[src/hdl/edge_degree_boundary_finder_defines.svh]
// Assertion macros for the module that checks its own logic.
`ifndef EDGE_DEGREE_BOUNDARY_FINDER_DEFINES_SVH
`define EDGE_DEGREE_BOUNDARY_FINDER_DEFINES_SVH

// Same-cycle implication, disabled while reset is asserted.
`define EDB_ASSERT_IMPLY(label, clk_s, rstn_s, ante, cons) \
  label: assert property (@(posedge clk_s) disable iff (!(rstn_s)) (ante) |-> (cons)) \
    else $error("edge_degree_boundary_finder: assertion failed");

// Next-cycle implication, disabled while reset is asserted.
`define EDB_ASSERT_NEXT(label, clk_s, rstn_s, ante, cons) \
  label: assert property (@(posedge clk_s) disable iff (!(rstn_s)) (ante) |=> (cons)) \
    else $error("edge_degree_boundary_finder: assertion failed");

`endif

[src/hdl/edb_pkg.sv]
package edb_pkg;

  typedef enum logic [1:0] {
    SEQ_CLEAR,
    SEQ_IDLE,
    SEQ_FIRST,
    SEQ_SECOND
  } seq_state_t;

  localparam logic OP_EDGE  = 1'b0;
  localparam logic OP_QUERY = 1'b1;

  localparam logic [1:0] STATUS_OK    = 2'd0;
  localparam logic [1:0] STATUS_SKIP  = 2'd1;
  localparam logic [1:0] STATUS_RANGE = 2'd2;

  localparam int CFG_IDX_W = 2;
  localparam logic [CFG_IDX_W-1:0] CFG_VERTEX_COUNT = 2'd0;
  localparam logic [CFG_IDX_W-1:0] CFG_DEGREE_LIMIT = 2'd1;

  localparam int VC_W   = 11;
  localparam int DEG_W  = 4;
  localparam int END_W  = 11;
  localparam int VIDX_W = 10;

  localparam logic [DEG_W-1:0] DEG_MAX      = 4'd15;
  localparam logic [VC_W-1:0]  VC_RESET     = 11'd1024;
  localparam logic [DEG_W-1:0] LIMIT_RESET  = 4'd3;
  localparam logic [END_W-1:0] END_MISSING  = 11'h7FF;

  typedef struct packed {
    logic [VC_W-1:0]  vertex_count;
    logic [DEG_W-1:0] degree_limit;
  } cfg_t;

  typedef struct packed {
    logic [VIDX_W-1:0] vertex_index;
    logic [DEG_W-1:0]  degree;
    logic              is_boundary;
    logic [1:0]        status;
  } result_t;

  typedef struct packed {
    logic clearing;
    logic busy;
  } seq_stat_t;

  function automatic logic [DEG_W-1:0] sat_add(input logic [DEG_W-1:0] cnt,
                                               input logic [1:0] inc);
    logic [DEG_W:0] sum;
    sum = {1'b0, cnt} + {3'b000, inc};
    return (sum > {1'b0, DEG_MAX}) ? DEG_MAX : sum[DEG_W-1:0];
  endfunction

endpackage

[src/hdl/edb_result_fifo.sv]
module edb_result_fifo
  import edb_pkg::*;
(
  input  logic    clk,
  input  logic    rst_n,
  input  logic    push,
  input  result_t push_data,
  input  logic    pop,
  output logic    out_valid,
  output result_t out_data,
  output logic    full
);

  result_t    slot_r [2];
  logic       rd_ptr_r;
  logic       wr_ptr_r;
  logic [1:0] count_r;

  always_ff @(posedge clk) begin
    if (push) begin
      slot_r[wr_ptr_r] <= push_data;
    end
  end

  always_ff @(posedge clk) begin
    if (!rst_n) begin
      rd_ptr_r <= 1'b0;
      wr_ptr_r <= 1'b0;
      count_r  <= 2'd0;
    end else begin
      if (push) begin
        wr_ptr_r <= ~wr_ptr_r;
      end
      if (pop) begin
        rd_ptr_r <= ~rd_ptr_r;
      end
      count_r <= count_r + {1'b0, push} - {1'b0, pop};
    end
  end

  assign out_valid = (count_r != 2'd0);
  assign out_data  = slot_r[rd_ptr_r];
  assign full      = (count_r == 2'd2);

endmodule

[config.mk]
export PLATFORM = sky130hd
export DESIGN_NAME = edb_result_fifo
export DESIGN_NICKNAME = d
export VERILOG_FILES = /design/src/hdl/edge_degree_boundary_finder_defines.svh /design/src/hdl/edb_pkg.sv /design/src/hdl/edb_result_fifo.sv
export SDC_FILE = /design/constraint.sdc
export NUM_CORES = 1
export LEC_CHECK = 0
export CORE_ASPECT_RATIO = 0.7
export CORE_MARGIN = 1.5
export CORE_UTILIZATION = 60
export CTS_CLUSTER_DIAMETER = 30
export DETAILED_ROUTE_END_ITERATION = 6
export DONT_BUFFER_PORTS = 1
export GPL_TIMING_DRIVEN = 0
export PLACE_DENSITY = 0.76
export SKIP_LAST_GASP = 1
export SYNTH_ARGS = -nofsm -noshare
export SYNTH_HDL_FRONTEND = slang
export SYNTH_SLANG_ARGS = --single-unit
export TNS_END_PERCENT = 30
[constraint.sdc]
create_clock -name clk -period 2.2 [get_ports clk]
set_clock_uncertainty 0.2 [all_clocks]
set_input_delay 0.66 -clock clk [delete_from_list [all_inputs] [get_ports clk]]
set_output_delay 0.66 -clock clk [all_outputs]
set_load 0.005 [all_outputs]
Word-level counts from Yosys, hierarchy flattened
Memory sizes are Yosys's and may differ from the RTL's. A register that Yosys moved wholly into a read port is not among the register bits.
Cells that the tools add are included.
{ "totals": {"output_inout_bits": 19, "mem_bits_rw": 34, "regBits": 4, "inputBits": 21, "wordCells": 14, "n_memories": 1} }
{ "mem_list": {"columns": ["memory", "depth", "word_bits", "read_ports", "rd_clocked_by_memory_dff", "write_ports", "line_no", "source"], "rows": [
  ["slot_r", 2, 17, 1, 1, 1, "edb_result_fifo.sv:14", "result_t slot_r [2];"]
]} }
{ "op_classes": {"n_bitwise": 2, "reduce_logical": 1, "mux": 4, "eq_ne": 1, "add_sub_neg": 2} }
{ "ops": {"columns": ["cell", "count"], "rows": [
  ["1-bit two-way mux", 4],
  ["2-bit by 1-bit adder with 2-bit output", 1],
  ["2-bit equality test (second input constant)", 1],
  ["1-bit inverter", 2],
  ["2-bit nonzero test", 1],
  ["2-bit by 1-bit subtractor with 2-bit output", 1]
]} }

Depth between registers and ports, before layout
{ "depth": {"depth_word": 3, "ltp_mapped": 6, "mapped_depth_nobuf": 6} }

Worst setup path before layout
No wires, ideal clock.
{ "synth_timing": {"path_type": "input -> register", "start": "in push", "end": "mem slot_r[0][0] (netlist bit) (enable)", "required_ns": 1.606, "path_buffers": 0, "setup_ns": 0.394, "arrival_time_ns": 1.498, "cell_stages": 1, "slack_ns": 0.108, "cell_sequence": "nor2b_1"} }
{ "synth_between": {"elab_chain_cells": 2} }
{ "synth_rtl": {"columns": ["item", "line_no", "source"], "rows": [
  ["from (decl)", "edb_result_fifo.sv:6", "input logic push,"],
  ["1-bit two-way mux", "edb_result_fifo.sv:20", "if (push) begin"],
  ["1-bit two-way mux (not written as such)", "edb_result_fifo.sv:21", "slot_r[wr_ptr_r] <= push_data;"],
  ["to (decl)", "edb_result_fifo.sv:14", null]
]} }
Every way passes these cells.

==> summary.md <==
| Metric | Value |
|---|---|
| Status | completed |
| RePlAce Congestion | around 0.57 |
| Drt first-iter violations | 21 |
| Initial antenna violation count | 0 |
| Top FF cell, synth | edfxtp_1 |
| Slowest-stage cell, CP | mux2_2 |
| Clock latency on the worst-skew pair | between 0.3 and 0.4 ns |
| Area of placed instances | ~1600 sq um |
| Cell Area, Synth | roughly 1500 sq um |
| Switching Fraction | 0.212 |
| Cells after Synth | between 70 and 80 |
| GRT Total Usage | 0.153 |
| Die H | ~45 microns |
| Clock root buffer | clkbuf_4 |
| Fin. Hold Viols | 0 |
| H-tree lvl count | 2 |
| Final instance area | ~1600 sq um |
| Pin count of the biggest net entering global routing | 19 |
| Crit-path max cell delay | approximately 0.38 ns |
| Sink Count | 39 |
| Core Area | 2260 sq um |
| Critical path peak fanout | 17 |
| Crit path kind | flip-flop to output pin |
| Pins Over Slew Limit | 0 |
| Cts repair resizes | 0 |
| Share of power burned in registers | 0.647 |
| Synth async-reset ratio | 0 |
| DR vias | a little over 600 |
| HP Class | primary input to flip-flop |
| Fin crit share | 0.966 |
| YS warnings | 0 |
| Drt wl/cell | between 15 and 20 microns |
| First-pass GRT wire length | a little under 3000 microns |
| LEAKAGE | roughly 0.00057 uW |
| Net Sw Power | 285 uW |
| Global route overflow | 0 |
| Synth Area per Inst | between 20 and 25 sq um |
| ANT cells | 0 |
| WP data arrival | roughly 1.3 ns |
| Post-synth EDFFs | 34 |
| Die width | between 60 and 70 microns |
| Clock Tree Buf Depth | 2 |
| FP Rows | 14 |
| Maximum vdd ir drop | 520 uV |
| Pre-antenna DRT Iters | 3 |
| Fin nets | 103 |
| Syn Nets | 97 |
| Post-Route WL | ~1900 microns |
| Crit path cell chain | buf_6, mux2_2 |
| Worst-margin pin slew | 0.878 ns |
| CTS Buf Count | 5 |
| Slew HR | 0.412 |
| Post-DR vias/cell | approximately 5.3 |
| Clk slew on worst S/H paths | ~0.10 ns |
| Combinational power share | 0.105 |
| Peak Freq | 470 MHz |
| Hold buffers post-CTS | 0 |
| Initial Utilization | 0.668 |
| Post-route antenna net violation count | 0 |
| Post-DP HPWL | roughly 1300 microns |
| Die area | around 2800 sq um |
| Clock share of power | 0.248 |
| DRC Markers | 0 |
| Io pins | 40 |
| Worst path required time | ~1.3 ns |
| P_int | approximately 1100 uW |
| Pwr dens | between 800 and 900 nW/um^2 |
| Yosys reg bits | 39 |
| Critical Path End Type | output pin |
| Final min period | approximately 2.1 ns |
| Vias in the first global route | 640 |
| Final setup viols | 0 |
| Fin util | 0.700 |
| Post-CTS Setup Inserts | 0 |
| Register area share after synthesis | 0.743 |
| Flop-to-flop setup slack | around 0.60 ns |
| Layout cell share with drive strength beyond 1 | 0.321 |
| Fill cells | roughly 140 |
| Area grow syn2layout | 4.81% |
| Pwr Total | ~1300 uW |
| CP startpoint kind | flip-flop |
| Max Cap Violations | 0 |
| Synth cell types | 14 |
| CTS tree | built |
| IO buf count | 0 |
| Unrepaired setup endpoints after global routing | no |
-- kinds of logic (layout without fill, tap and decap cells) --
family | after synthesis | after routing | share of synthesized area
XOR/XNOR | 2 | 2 | 0.0207
buffers and inverters | 4 | 11 | 0.0257
AND/OR/NAND/NOR | 9 | 9 | 0.0373
multiplexers | 17 | 17 | 0.152
AO/OA/AOI/OAI | 1 | 1 | 0.00498
adder cells (fa/ha/maj) | 2 | 2 | 0.0166
flip-flops | 39 | 39 | 0.743
-- critical path, delay by kind of cell (launching register included) --
kind,cells,cell delay [ns]
mux,1,0.38
flops,1,0.34
buf+inv,1,0.22
-- layer usage --
layer  vias up  track usage  wire, microns
met5         -            0              0
met4         0        0.107             40
met3         5       0.0973            227
met2        26        0.253            916
met1       283        0.144            668
li1        290            -              -
-- stage by stage --
step | hold WS (ns) | cells | TNS [ns] | setup slack, ns
5_1_grt | 0.186 | 113 | 0 | 0.00596
3_5_place_dp | 0.383 | 106 | 0 | 0.232
3_3_place_gp | 0.369 | 106 | -4.71 | -0.268
2_1_floorplan | 0.355 | 74 | 0 | 0.108
6_report | 0.215 | 113 | 0 | 0.0742
4_1_cts | 0.202 | 114 | 0 | 0.0371
-- cell usage in the layout (no fill, tap or decap), drive strengths merged --
master	netlist	routed
and2	4	4
buf	2	1
clkbuf	0	7
clkinv	0	1
dfxtp	5	5
edfxtp	34	34
ha	2	2
inv	2	2
mux2	17	17
nor2b	4	4
o21a	1	1
or2	1	1
xnor3	1	1
xor2	1	1
-- Yosys cell counts (2+ instances only) --
| cell | count | share of area |
|---|---|---|
| nor2b_1 | 4 | 0.017 |
| edfxtp_1 | 34 | 0.68 |
| dfxtp_1 | 5 | 0.066 |
| mux2_4 | 10 | 0.099 |
| mux2_2 | 7 | 0.052 |
| ha_1 | 2 | 0.017 |
| inv_1 | 2 | 0.0050 |
| and2_1 | 4 | 0.017 |
-- layout make-up --
class	instances	area [sq um]	share of cell area
clock inverter	1	5.00	0.00316
multi-input combinational	31	352	0.222
inverter	2	7.51	0.00475
tap	32	40.0	0.0253
clock buffer	7	45.0	0.0285
sequential	39	1120	0.709
buffer	1	11.3	0.00712
-- sequential cells by signal, summed over array words and instances, names as in the netlist, named ones only --
register,flops
slot_r,34
rd_ptr_r,1
wr_ptr_r,1
count_r,2
-- power groups by stage --
stage | clock network, uW | registers [uW] | logic, uW
after floorplan | 0 | 882 | 134
after global placement | 0 | 884 | 150
after detailed placement | 0 | 887 | 153
after CTS | 341 | 870 | 154
after global routing | 374 | 873 | 155
final | 333 | 869 | 141
-- path summary, 6_finish.rpt --
check                           cells after the start    startpoint      endpoint
worst min register to register                      2      rd_ptr_r     flip-flop
worst min-delay path                                0  push_data[7]  slot_r[0][7]
worst max register to register                      1      wr_ptr_r  slot_r[0][8]
worst max-delay path                                2     flip-flop   out_data[3]
No activity file was read; power rests on OpenSTA's default activity.
