`config.mk`:
```
export PLATFORM = sky130hd
export DESIGN_NAME = edb_seq
export DESIGN_NICKNAME = d
export VERILOG_FILES = /design/src/hdl/edge_degree_boundary_finder_defines.svh /design/src/hdl/edb_pkg.sv /design/src/hdl/edb_seq.sv
export SDC_FILE = /design/constraint.sdc
export NUM_CORES = 1
export LEC_CHECK = 0
export BUFFER_PORTS_ARGS = -buffer_cell sky130_fd_sc_hd__buf_2
export CAP_MARGIN = 5
export CORE_MARGIN = 1.5
export CORE_UTILIZATION = 37
export DETAILED_ROUTE_END_ITERATION = 10
export SLEW_MARGIN = 20
export SYNTH_ARGS = -nofsm -noshare
export SYNTH_HDL_FRONTEND = slang
export SYNTH_SLANG_ARGS = --single-unit
```
`constraint.sdc`:
```
create_clock -name clk -period 7.1 [get_ports clk]
set_clock_uncertainty 0.2 [all_clocks]
set_input_delay 1.42 -clock clk [delete_from_list [all_inputs] [get_ports clk]]
set_output_delay 1.42 -clock clk [all_outputs]
set_load 0.02 [all_outputs]
```
`src/hdl/edge_degree_boundary_finder_defines.svh`:
```
// Assertion macros for the module that checks its own logic.
`ifndef EDGE_DEGREE_BOUNDARY_FINDER_DEFINES_SVH
`define EDGE_DEGREE_BOUNDARY_FINDER_DEFINES_SVH

// Same-cycle implication, disabled while reset is asserted.
`define EDB_ASSERT_IMPLY(label, clk_s, rstn_s, ante, cons) \
  label: assert property (@(posedge clk_s) disable iff (!(rstn_s)) (ante) |-> (cons)) \
    else $error("edge_degree_boundary_finder: assertion failed");

// Next-cycle implication, disabled while reset is asserted.
`define EDB_ASSERT_NEXT(label, clk_s, rstn_s, ante, cons) \
  label: assert property (@(posedge clk_s) disable iff (!(rstn_s)) (ante) |=> (cons)) \
    else $error("edge_degree_boundary_finder: assertion failed");

`endif

```
`src/hdl/edb_pkg.sv`:
```
package edb_pkg;

  typedef enum logic [1:0] {
    SEQ_CLEAR,
    SEQ_IDLE,
    SEQ_FIRST,
    SEQ_SECOND
  } seq_state_t;

  localparam logic OP_EDGE  = 1'b0;
  localparam logic OP_QUERY = 1'b1;

  localparam logic [1:0] STATUS_OK    = 2'd0;
  localparam logic [1:0] STATUS_SKIP  = 2'd1;
  localparam logic [1:0] STATUS_RANGE = 2'd2;

  localparam int CFG_IDX_W = 2;
  localparam logic [CFG_IDX_W-1:0] CFG_VERTEX_COUNT = 2'd0;
  localparam logic [CFG_IDX_W-1:0] CFG_DEGREE_LIMIT = 2'd1;

  localparam int VC_W   = 11;
  localparam int DEG_W  = 4;
  localparam int END_W  = 11;
  localparam int VIDX_W = 10;

  localparam logic [DEG_W-1:0] DEG_MAX      = 4'd15;
  localparam logic [VC_W-1:0]  VC_RESET     = 11'd1024;
  localparam logic [DEG_W-1:0] LIMIT_RESET  = 4'd3;
  localparam logic [END_W-1:0] END_MISSING  = 11'h7FF;

  typedef struct packed {
    logic [VC_W-1:0]  vertex_count;
    logic [DEG_W-1:0] degree_limit;
  } cfg_t;

  typedef struct packed {
    logic [VIDX_W-1:0] vertex_index;
    logic [DEG_W-1:0]  degree;
    logic              is_boundary;
    logic [1:0]        status;
  } result_t;

  typedef struct packed {
    logic clearing;
    logic busy;
  } seq_stat_t;

  function automatic logic [DEG_W-1:0] sat_add(input logic [DEG_W-1:0] cnt,
                                               input logic [1:0] inc);
    logic [DEG_W:0] sum;
    sum = {1'b0, cnt} + {3'b000, inc};
    return (sum > {1'b0, DEG_MAX}) ? DEG_MAX : sum[DEG_W-1:0];
  endfunction

endpackage

```
`src/hdl/edb_seq.sv`:
```
module edb_seq
  import edb_pkg::*;
#(
  parameter int MAX_VERTICES = 1024,
  parameter int ADDR_W       = 10
) (
  input  logic              clk,
  input  logic              rst_n,
  input  cfg_t              cfg,
  input  logic              in_valid,
  output logic              in_stall,
  input  logic              in_op,
  input  logic [END_W-1:0]  in_end_a,
  input  logic [END_W-1:0]  in_end_b,
  input  logic              pop,
  output logic              mem_we,
  output logic [ADDR_W-1:0] mem_waddr,
  output logic [DEG_W-1:0]  mem_wdata,
  output logic [ADDR_W-1:0] mem_raddr,
  input  logic [DEG_W-1:0]  mem_rdata,
  output logic              res_push,
  output result_t           res_data,
  output seq_stat_t         stat
);

  localparam logic [16:0]       MAX_V    = 17'(MAX_VERTICES);
  localparam logic [ADDR_W-1:0] CLR_LAST = ADDR_W'(MAX_VERTICES - 1);

  seq_state_t        state_r, state_nxt;
  logic [ADDR_W-1:0] clr_cnt_r;
  logic [1:0]        occ_r, occ_nxt;

  logic              op_r;
  logic [VIDX_W-1:0] a_idx_r;
  logic [ADDR_W-1:0] addr_a_r;
  logic [ADDR_W-1:0] addr_b_r;
  logic [1:0]        inc_r;
  logic              two_r;
  logic              active_r;
  logic [1:0]        status_r;

  logic [VIDX_W-1:0] a_idx, b_idx;
  logic              a_miss, b_miss, a_ok, b_ok;
  logic [1:0]        status_in;
  logic              finishing, can_take, accept, qry;

  assign a_idx  = in_end_a[VIDX_W-1:0];
  assign b_idx  = in_end_b[VIDX_W-1:0];
  assign a_miss = (in_end_a == END_MISSING);
  assign b_miss = (in_end_b == END_MISSING);
  assign a_ok   = !in_end_a[END_W-1] && ({1'b0, a_idx} < cfg.vertex_count) &&
                  ({7'b0, a_idx} < MAX_V);
  assign b_ok   = !in_end_b[END_W-1] && ({1'b0, b_idx} < cfg.vertex_count) &&
                  ({7'b0, b_idx} < MAX_V);

  always_comb begin
    if (in_op == OP_EDGE) begin
      if (a_miss || b_miss) begin
        status_in = STATUS_SKIP;
      end else if (!a_ok || !b_ok) begin
        status_in = STATUS_RANGE;
      end else begin
        status_in = STATUS_OK;
      end
    end else begin
      status_in = a_ok ? STATUS_OK : STATUS_RANGE;
    end
  end

  assign finishing = ((state_r == SEQ_FIRST) && !two_r) || (state_r == SEQ_SECOND);
  assign can_take  = ((state_r == SEQ_IDLE) || finishing) && ((occ_r != 2'd2) || pop);
  assign in_stall  = !can_take;
  assign accept    = in_valid && can_take;
  assign occ_nxt   = occ_r + {1'b0, accept} - {1'b0, pop};
  assign qry       = (op_r == OP_QUERY) && active_r;

  always_comb begin
    state_nxt = state_r;
    mem_we    = 1'b0;
    mem_waddr = addr_a_r;
    mem_wdata = '0;
    mem_raddr = ADDR_W'(a_idx);
    case (state_r)
      SEQ_CLEAR: begin
        mem_we    = 1'b1;
        mem_waddr = clr_cnt_r;
        if (clr_cnt_r == CLR_LAST) begin
          state_nxt = SEQ_IDLE;
        end
      end
      SEQ_IDLE: begin
        if (accept) begin
          state_nxt = SEQ_FIRST;
        end
      end
      SEQ_FIRST: begin
        mem_we    = active_r;
        mem_wdata = (op_r == OP_QUERY) ? '0 : sat_add(mem_rdata, inc_r);
        if (two_r) begin
          mem_raddr = addr_b_r;
          state_nxt = SEQ_SECOND;
        end else begin
          state_nxt = accept ? SEQ_FIRST : SEQ_IDLE;
        end
      end
      SEQ_SECOND: begin
        mem_we    = 1'b1;
        mem_waddr = addr_b_r;
        mem_wdata = sat_add(mem_rdata, 2'd1);
        state_nxt = accept ? SEQ_FIRST : SEQ_IDLE;
      end
      default: begin
        state_nxt = SEQ_IDLE;
      end
    endcase
  end

  assign res_push              = finishing;
  assign res_data.vertex_index = qry ? a_idx_r : '0;
  assign res_data.degree       = qry ? mem_rdata : '0;
  assign res_data.is_boundary  = qry && (mem_rdata < cfg.degree_limit);
  assign res_data.status       = status_r;

  assign stat.clearing = (state_r == SEQ_CLEAR);
  assign stat.busy     = (state_r == SEQ_FIRST) || (state_r == SEQ_SECOND);

  always_ff @(posedge clk) begin
    if (!rst_n) begin
      state_r   <= SEQ_CLEAR;
      clr_cnt_r <= '0;
      occ_r     <= 2'd0;
      active_r  <= 1'b0;
      two_r     <= 1'b0;
    end else begin
      state_r <= state_nxt;
      occ_r   <= occ_nxt;
      if (state_r == SEQ_CLEAR) begin
        clr_cnt_r <= clr_cnt_r + ADDR_W'(1);
      end
      if (accept) begin
        active_r <= (status_in == STATUS_OK);
        two_r    <= (in_op == OP_EDGE) && (status_in == STATUS_OK) && (a_idx != b_idx);
      end
    end
  end

  always_ff @(posedge clk) begin
    if (accept) begin
      op_r     <= in_op;
      a_idx_r  <= a_idx;
      addr_a_r <= ADDR_W'(a_idx);
      addr_b_r <= ADDR_W'(b_idx);
      inc_r    <= (a_idx == b_idx) ? 2'd2 : 2'd1;
      status_r <= status_in;
    end
  end

endmodule

```
# ---- Word level (Yosys, flattened, before mapping)
# Index checks and enable logic that the tools add are counted.
dict set report totals {
  reg_bits 41
  in_bits 46
  out_inout_bits 46
  word_cells 77
}
dict set report op_classes {
  n_addsub 5
  order_cmp 5
  n_eq_ne 11
  muxes 20
  n_bitwise 1
  reduce_logical 25
}
# operator n
set op_table {}
lappend op_table {{10-bit two-way mux} 3}
lappend op_table {{11-bit equality test, second input constant} 2}
lappend op_table {{10-bit by 11-bit less-than comparator with 1-bit output} 2}
lappend op_table {{10-bit case mux with 2 select lines} 1}
lappend op_table {{2-bit two-way mux} 9}
lappend op_table {{4-bit two-way mux} 4}
lappend op_table {{10-bit by 1-bit adder with 10-bit output, second input constant} 1}
lappend op_table {{10-bit equality test} 1}
lappend op_table {{10-bit equality test, second input constant} 1}
lappend op_table {{5-bit by 4-bit greater-than comparator with 1-bit output, second input constant} 2}
lappend op_table {{10-bit inequality test} 1}
lappend op_table {{1-bit logical AND} 9}
lappend op_table {{2-bit case mux with 4 select lines} 1}
lappend op_table {{4-bit case mux with 2 select lines} 1}
lappend op_table {{1-bit logical NOT} 6}
lappend op_table {{1-bit logical OR} 6}
lappend op_table {{4-bit by 1-bit adder with 5-bit output, second input constant} 1}
lappend op_table {{4-bit by 2-bit adder with 5-bit output} 1}
lappend op_table {{2-bit equality test, second input constant} 2}
lappend op_table {{2-bit logical NOT} 2}
lappend op_table {{4-bit less-than comparator} 1}
lappend op_table {{2-bit inequality test, second input constant} 2}
lappend op_table {{2-bit by 1-bit adder with 2-bit output} 1}
lappend op_table {{2-bit by 1-bit equality test with 1-bit output, second input constant} 1}
lappend op_table {{6 further kinds} 6}

# ---- Logic depth before layout (Yosys ltp)
# Gate-level depths: netlist of the first run.
dict set report logic_depth {
  word_depth 10
  mapped_depth 10
  ltp_nobuf 10
}

# ---- Worst setup path before layout of the first run
# Ideal clock, no wire load.
dict set report synth_timing {
  path_type {input port to output port}
  start {in mem_rdata[0]}
  end {out mem_wdata[1]}
  arrival_ns 2.623
  required_time_ns 5.480
  path_slack_ns 2.857
  path_stages 4
  cell_sequence {ha_1 fa_1 a31oi_1 o21ai_0}
}
dict set report synth_between {
  elab_chain_len 5
  elab_cells_between_ends 8
}
# element line
set synth_rtl {}
lappend synth_rtl {{start: declaration} edb_seq.sv:20} ;# input logic [DEG_W-1:0] mem_rdata,
lappend synth_rtl {{4-bit by 2-bit adder with 5-bit output} edb_pkg.sv:51} ;# sum = {1'b0, cnt} + {3'b000, inc};
lappend synth_rtl {{5-bit by 4-bit greater-than comparator with 1-bit output} edb_pkg.sv:52} ;# return (sum > {1'b0, DEG_MAX}) ? DEG_MAX : sum[DEG_W-1:0];
lappend synth_rtl {{4-bit two-way mux} edb_pkg.sv:52}
lappend synth_rtl {{4-bit two-way mux} edb_seq.sv:98} ;# mem_wdata = (op_r == OP_QUERY) ? '0 : sat_add(mem_rdata, inc_r);
lappend synth_rtl {{4-bit case mux with 2 select lines (*)} edb_seq.sv:83} ;# case (state_r)
lappend synth_rtl {{end: declaration} edb_seq.sv:18} ;# output logic [DEG_W-1:0] mem_wdata,
# Every way passes the cells marked *; elsewhere a longest branch is shown, timed or not.

# ---- Worst setup path in the final report of the first run
dict set report layout_timing {
  start {in mem_rdata[0]}
  end {out mem_wdata[3]}
}
# The elaborated chain is that of the path after synthesis.

==> flow_metrics.tcl, run 1 <==
set metrics [dict create \
    crit_type "in2out" \
    port_buffers 91 \
    drive_gt1_share_pct 29.6 \
    ys_seq_area_share_pct 36.7 \
    synthTopCellsByArea "edfxtp_1 26%, ha_1 14%, dfxtp_1 11%" \
    core_area_sq_um 7690 \
    ir_worst_vdd_uv 73.9 \
    fmax_ghz 0.229 \
    clk_pin_slew_worst_paths_ns 0.08 \
    drt_iter0_markers 73 \
    place_hpwl_microns 6040 \
    crit_arrival_ns 2.76 \
    hold_viol_final 0 \
    p_leak_nw 1.62 \
    reg2reg_to "occ_r[1]" \
    num_vias 2555 \
    place_congestion 0.876 \
    initial_utilization_pct 38.0 \
    outcome "complete, no violations" \
    dieArea_sq_um 8430 \
    fin_area_sq_um 3560 \
    cts_buffers 5 \
    clockRootBuffer "clkbuf_8" \
    hold_class "reg2reg" \
    syn_avg_cell_area_sq_um 9.67 \
    drt-wirelength-per-cell_microns 15.1 \
    cts_tree "built" \
    endpoint_kind "primary output" \
    ctsHoldBuffers 0 \
    n_antenna_cell 0 \
    relSlewSlack_pct 39.6 \
    rows 32 \
    grtUsageTotal_pct 17.5 \
    insertion_delay_ns 0.29 \
    yosysTopAreaCell "edfxtp_1" \
    tns_ns 0 \
    ioPinCount 92 \
    first_pass_iters 4 \
    grt_max_degree 26 \
    finalCritPeriodShare_pct 61.6 \
    ys_ff_latch 41 \
    synth_edf_count 25 \
    worstPathRequired_ns 5.48 \
    finalCriticalPeriod_ns 4.38 \
    overflow 0 \
    syn-num-nets 382 \
    die_w_microns 91.8 \
    worst_pin_slew_ns 0.905 \
    fin_nets 468 \
    timing.rr.start "state_r[0]" \
    drc 0 \
    clk_path_buf_depth 2 \
    total_power_uw 530 \
    maxCapViolations 0 \
    cp_max_fo 5 \
    area_growth_pct 22.1 \
    grt_pass1_vias 2470 \
    synthArstFlopShare_pct 0 \
    cts_resized 0 \
    powerDensity_nw_per_um2 149 \
    synth_cells 302 \
    ys.flop_type "edfxtp_1" \
    timing.final.ws_setup_ns 2.72 \
    grt_first_pass_wirelength_microns 11800 \
    postCtsSetupBuffers 0 \
    vias_per_cell 5.20 \
    syn_area_sq_um 2920 \
    fillCellCount 763 \
    hold_depth 2 \
    postPlaceCellArea_sq_um 3450 \
    htreeDepth 2 \
    die_y_microns 91.8 \
    clock-sinks 41 \
    rr_worst_depth 10 \
    rsz0062_at_grt "false" \
    critPathLaunchType "input pin" \
    ant_nets 0 \
    ys_warn_count 0 \
    ys_types 54 \
    routed_wl_microns 7410 \
    synth_top_cell_area_share_pct 25.7 \
    finalSetupViolations 0 \
    drv_slew 0 \
    antenna_found_initial 0 \
    reg2reg_slack_ns 4.41 \
    pre_cts_ws_ns 2.73 \
    worstHoldStart "occ_r[1]" \
    min_to "occ_r[1]" \
]
==> per-stage QoR <==
step                      utilization (%)  std cells  hold WS (ns)
after floorplan                         -        302         0.267
after CTS                            46.4        491         0.321
after global routing                 46.4        491         0.355
after detailed placement             44.9        483         0.302
after global placement               44.9        483         0.294
final                                46.4        491         0.322
==> cells in the final DEF, fill, tap and decap left out, types with 2 or more instances in the layout <==
cell type  instances
nand3_1            9
nand2b_1           4
xor2_1             8
or3_1              3
a31oi_1            3
ha_1              33
mux2_2            10
a21oi_1           13
buf_2             91
mux2i_1            2
and4_1             2
o21ai_0           21
nand2_1           25
nor2_1            13
edfxtp_1          25
xnor2_1           11
clkbuf_8           5
nor2b_1            3
a22oi_1           10
inv_1             20
nand3b_1           3
and3_1            16
a21o_1             2
dfxtp_1           16
nand4_1           10
nand4b_1           2
==> per-layer routing <==
metal  vias up  wire length [microns]  GRT usage [%]
li1       1284                      -              -
met5         -                      0              0
met4         0                     71           3.97
met1      1181                   3630           24.0
met2        84                   3340           28.7
met3         6                    369           3.40
==> worst max-delay path: stages <==
cell      delay, ns
buf_2          0.13
ha_1           0.23
fa_1           0.44
nand3b_1       0.19
o21ai_0        0.08
o21ai_0        0.10
buf_2          0.17
==> sequential cells by signal (all words and copies together) (netlist names) <==
signal     flops
active_r       1
addr_a_r      10
addr_b_r      10
clr_cnt_r     10
inc_r          2
occ_r          2
op_r           1
state_r        2
status_r       2
two_r          1
==> worst max path at each step <==
stage,cells past startpoint,from,endpoint,slack (ns)
after floorplan,4,mem_rdata[0],mem_wdata[1],2.86
after global placement,7,mem_rdata[0],mem_wdata[3],2.80
after detailed placement,7,mem_rdata[0],mem_wdata[3],2.73
after CTS,7,mem_rdata[0],mem_wdata[3],2.73
after global routing,7,mem_rdata[0],mem_wdata[2],2.64
final,7,mem_rdata[0],mem_wdata[3],2.72
==> power breakdown <==
part | total, mW | internal [mW] | leakage, nW | switching [mW]
clock network | 0.188 | 0.106 | 0.0554 | 0.0819
logic | 0.0856 | 0.0376 | 1.21 | 0.0481
registers | 0.257 | 0.255 | 0.353 | 0.00263
total | 0.530 | 0.398 | 1.62 | 0.133
==> layout make-up <==
| class | instances | area [sq um] | area share, % |
|---|---|---|---|
| timing repair buffer | 91 | 455 | 12.8 |
| tap | 102 | 128 | 3.58 |
| multi-input combinational | 229 | 1720 | 48.3 |
| sequential | 41 | 1070 | 30.1 |
| clock buffer | 6 | 72.6 | 2.04 |
| clock inverter | 2 | 38.8 | 1.09 |
| inverter | 20 | 75.1 | 2.11 |
==> cell families after synthesis <==
group | after synthesis | synth area share [%]
xor+xnor | 19 | 5.70
buf+inv | 32 | 4.29
compound gates | 65 | 15.2
fa+ha+maj | 34 | 14.8
mux | 12 | 4.54
simple gates | 99 | 18.7
flops | 41 | 36.7
==> synthesized netlist by cell type (all sizes together), types with 8 or more instances <==
cell and count:
nand2 25, ha 33, a21oi 13, inv 20
mux2 10, o21ai 22, xor2 8, edfxtp 25
clkbuf 8, nand3 9, a22oi 10, nand4 10
nor2 13, and3 16, xnor2 11, dfxtp 16
(Power assumes the default switching activity.)
==> run 2, diff against run 1 <==
- clock period: 7.1 -> 3.9 ns (I/O delays scaled with it)
==> run 2 against run 1 <==
Wire length rose by 2.6%; register-to-register slack got worse by 3.2 ns; flip-flop and latch count is the same; hold slack got worse by 0.0041 ns; total power up 70%; die area is the same; critical path depth fell by 2; combinational power up 81%; largest power group unchanged.
==> flow_metrics.tcl, run 2 (synthesis results as in run 1) <==
set metrics [dict create \
    cts_resized 0 \
    finalCritPeriodShare_pct 80.6 \
    clk_path_buf_depth 2 \
    hold_viol_final 0 \
    rsz0062_at_grt "false" \
    grt_first_pass_wirelength_microns 11800 \
    area_growth_pct 21.3 \
    crit_type "reg2out" \
    place_congestion 0.888 \
    maxCapViolations 0 \
    fmax_ghz 0.318 \
    vias_per_cell 5.29 \
    port_buffers 91 \
    initial_utilization_pct 38.0 \
    dieArea_sq_um 8430 \
    seq_area_sq_um 1070 \
    critPathLaunchType "flip-flop" \
    num_vias 2597 \
    rows 32 \
    clock-sinks 41 \
    endpoint_kind "primary output" \
    core_area_sq_um 7690 \
    finalSetupViolations 0 \
    p_leak_nw 1.61 \
    clk_pin_slew_worst_paths_ns 0.08 \
    insertion_delay_ns 0.29 \
    clockRootBuffer "clkbuf_8" \
    drt_iter0_markers 77 \
    tns_ns 0 \
    cts_buffers 5 \
    ir_worst_vdd_uv 133 \
    hold_class "reg2reg" \
    grt_pass1_vias 2490 \
    final_cell_count_no_fill 491 \
    grtUsageTotal_pct 17.8 \
    postCtsSetupBuffers 0 \
    fin_nets 468 \
    drive_gt1_share_pct 29.6 \
    cp_max_fo 18 \
    grt_max_degree 26 \
    final_common_cell "buf_2" \
    ctsHoldBuffers 0 \
    cts_tree "built" \
    routed_wl_microns 7600 \
    ant_nets 0 \
    drv_slew 0 \
    relSlewSlack_pct 38.2 \
    die_w_microns 91.8 \
    fillCellCount 789 \
    die_y_microns 91.8 \
    drt-wirelength-per-cell_microns 15.5 \
    drc 0 \
    finalCriticalPeriod_ns 3.14 \
    antenna_found_initial 0 \
    outcome "complete, no violations" \
    crit_arrival_ns 2.16 \
    reg_top3 "addr_a_r: 10 flops, addr_b_r: 10 flops, clr_cnt_r: 10 flops" \
    dp.cells 483 \
    powerDensity_nw_per_um2 254 \
    n_antenna_cell 0 \
    worst_pin_slew_ns 0.925 \
    multiInputGateArea_sq_um 1720 \
    worstPathRequired_ns 2.92 \
    first_pass_iters 6 \
    ioPinCount 92 \
    htreeDepth 2 \
    place_hpwl_microns 6070 \
    layout_common_cells "91 x buf_2, 33 x ha_1, 25 x nand2_1, 25 x edfxtp_1, 21 x o21ai_0" \
    overflow 0 \
]
run 2: worst paths after layout:
| check | from | end | slack, ns | cells past startpoint |
|---|---|---|---|---|
| min reg2reg | occ_r[1] | occ_r[1] | 0.32 | 2 |
| max reg2reg | state_r[0] | occ_r[1] | 1.17 | 10 |
| max | state_r[1] | mem_waddr[4] | 0.76 | 5 |
| min | occ_r[1] | occ_r[1] | 0.32 | 2 |
run 2: area by class of cell:
cell class	instances	share of cell area [%]
Multi-Input combinational cell	229	48.7
Sequential cell	41	30.3
Timing Repair Buffer	91	12.9
Tap cell	102	3.61
Inverter	20	2.12
Clock buffer	6	2.05
Clock inverter	2	0.424
run 2: power breakdown:
part	internal, mW	leakage (nW)	total [mW]	switching (mW)
clock	0.126	0.0374	0.276	0.150
combinational	0.0684	1.21	0.155	0.0869
sequential	0.464	0.353	0.468	0.00475
total	0.658	1.61	0.900	0.242
run 2: critical path, stage by stage (launching register included):
cell	delay (ns)
dfxtp_1	0.33
inv_1	0.16
ha_1	0.67
a22oi_1	0.19
o21ai_0	0.30
buf_2	0.23
run 2: through the flow:
step	utilization (%)	instance area, sq um	total power [mW]	setup WS (ns)	hold slack [ns]
after CTS	46.0	3540	0.909	0.815	0.325
after floorplan	-	2920	0.569	0.937	0.267
after global routing	46.0	3540	0.943	0.625	0.342
after global placement	44.9	3450	0.631	0.885	0.293
after detailed placement	44.9	3450	0.635	0.848	0.305
final	46.0	3540	0.900	0.755	0.318
run 2: layer usage:
metal / vias to the layer above / GRT usage [%] / part of all wire, %
li1: 1280 / - / -
met3: 8 / 3.65 / 5.1
met4: 0 / 4.36 / 1.1
met5: - / 0 / 0
met1: 1215 / 24.0 / 48
met2: 94 / 29.1 / 46
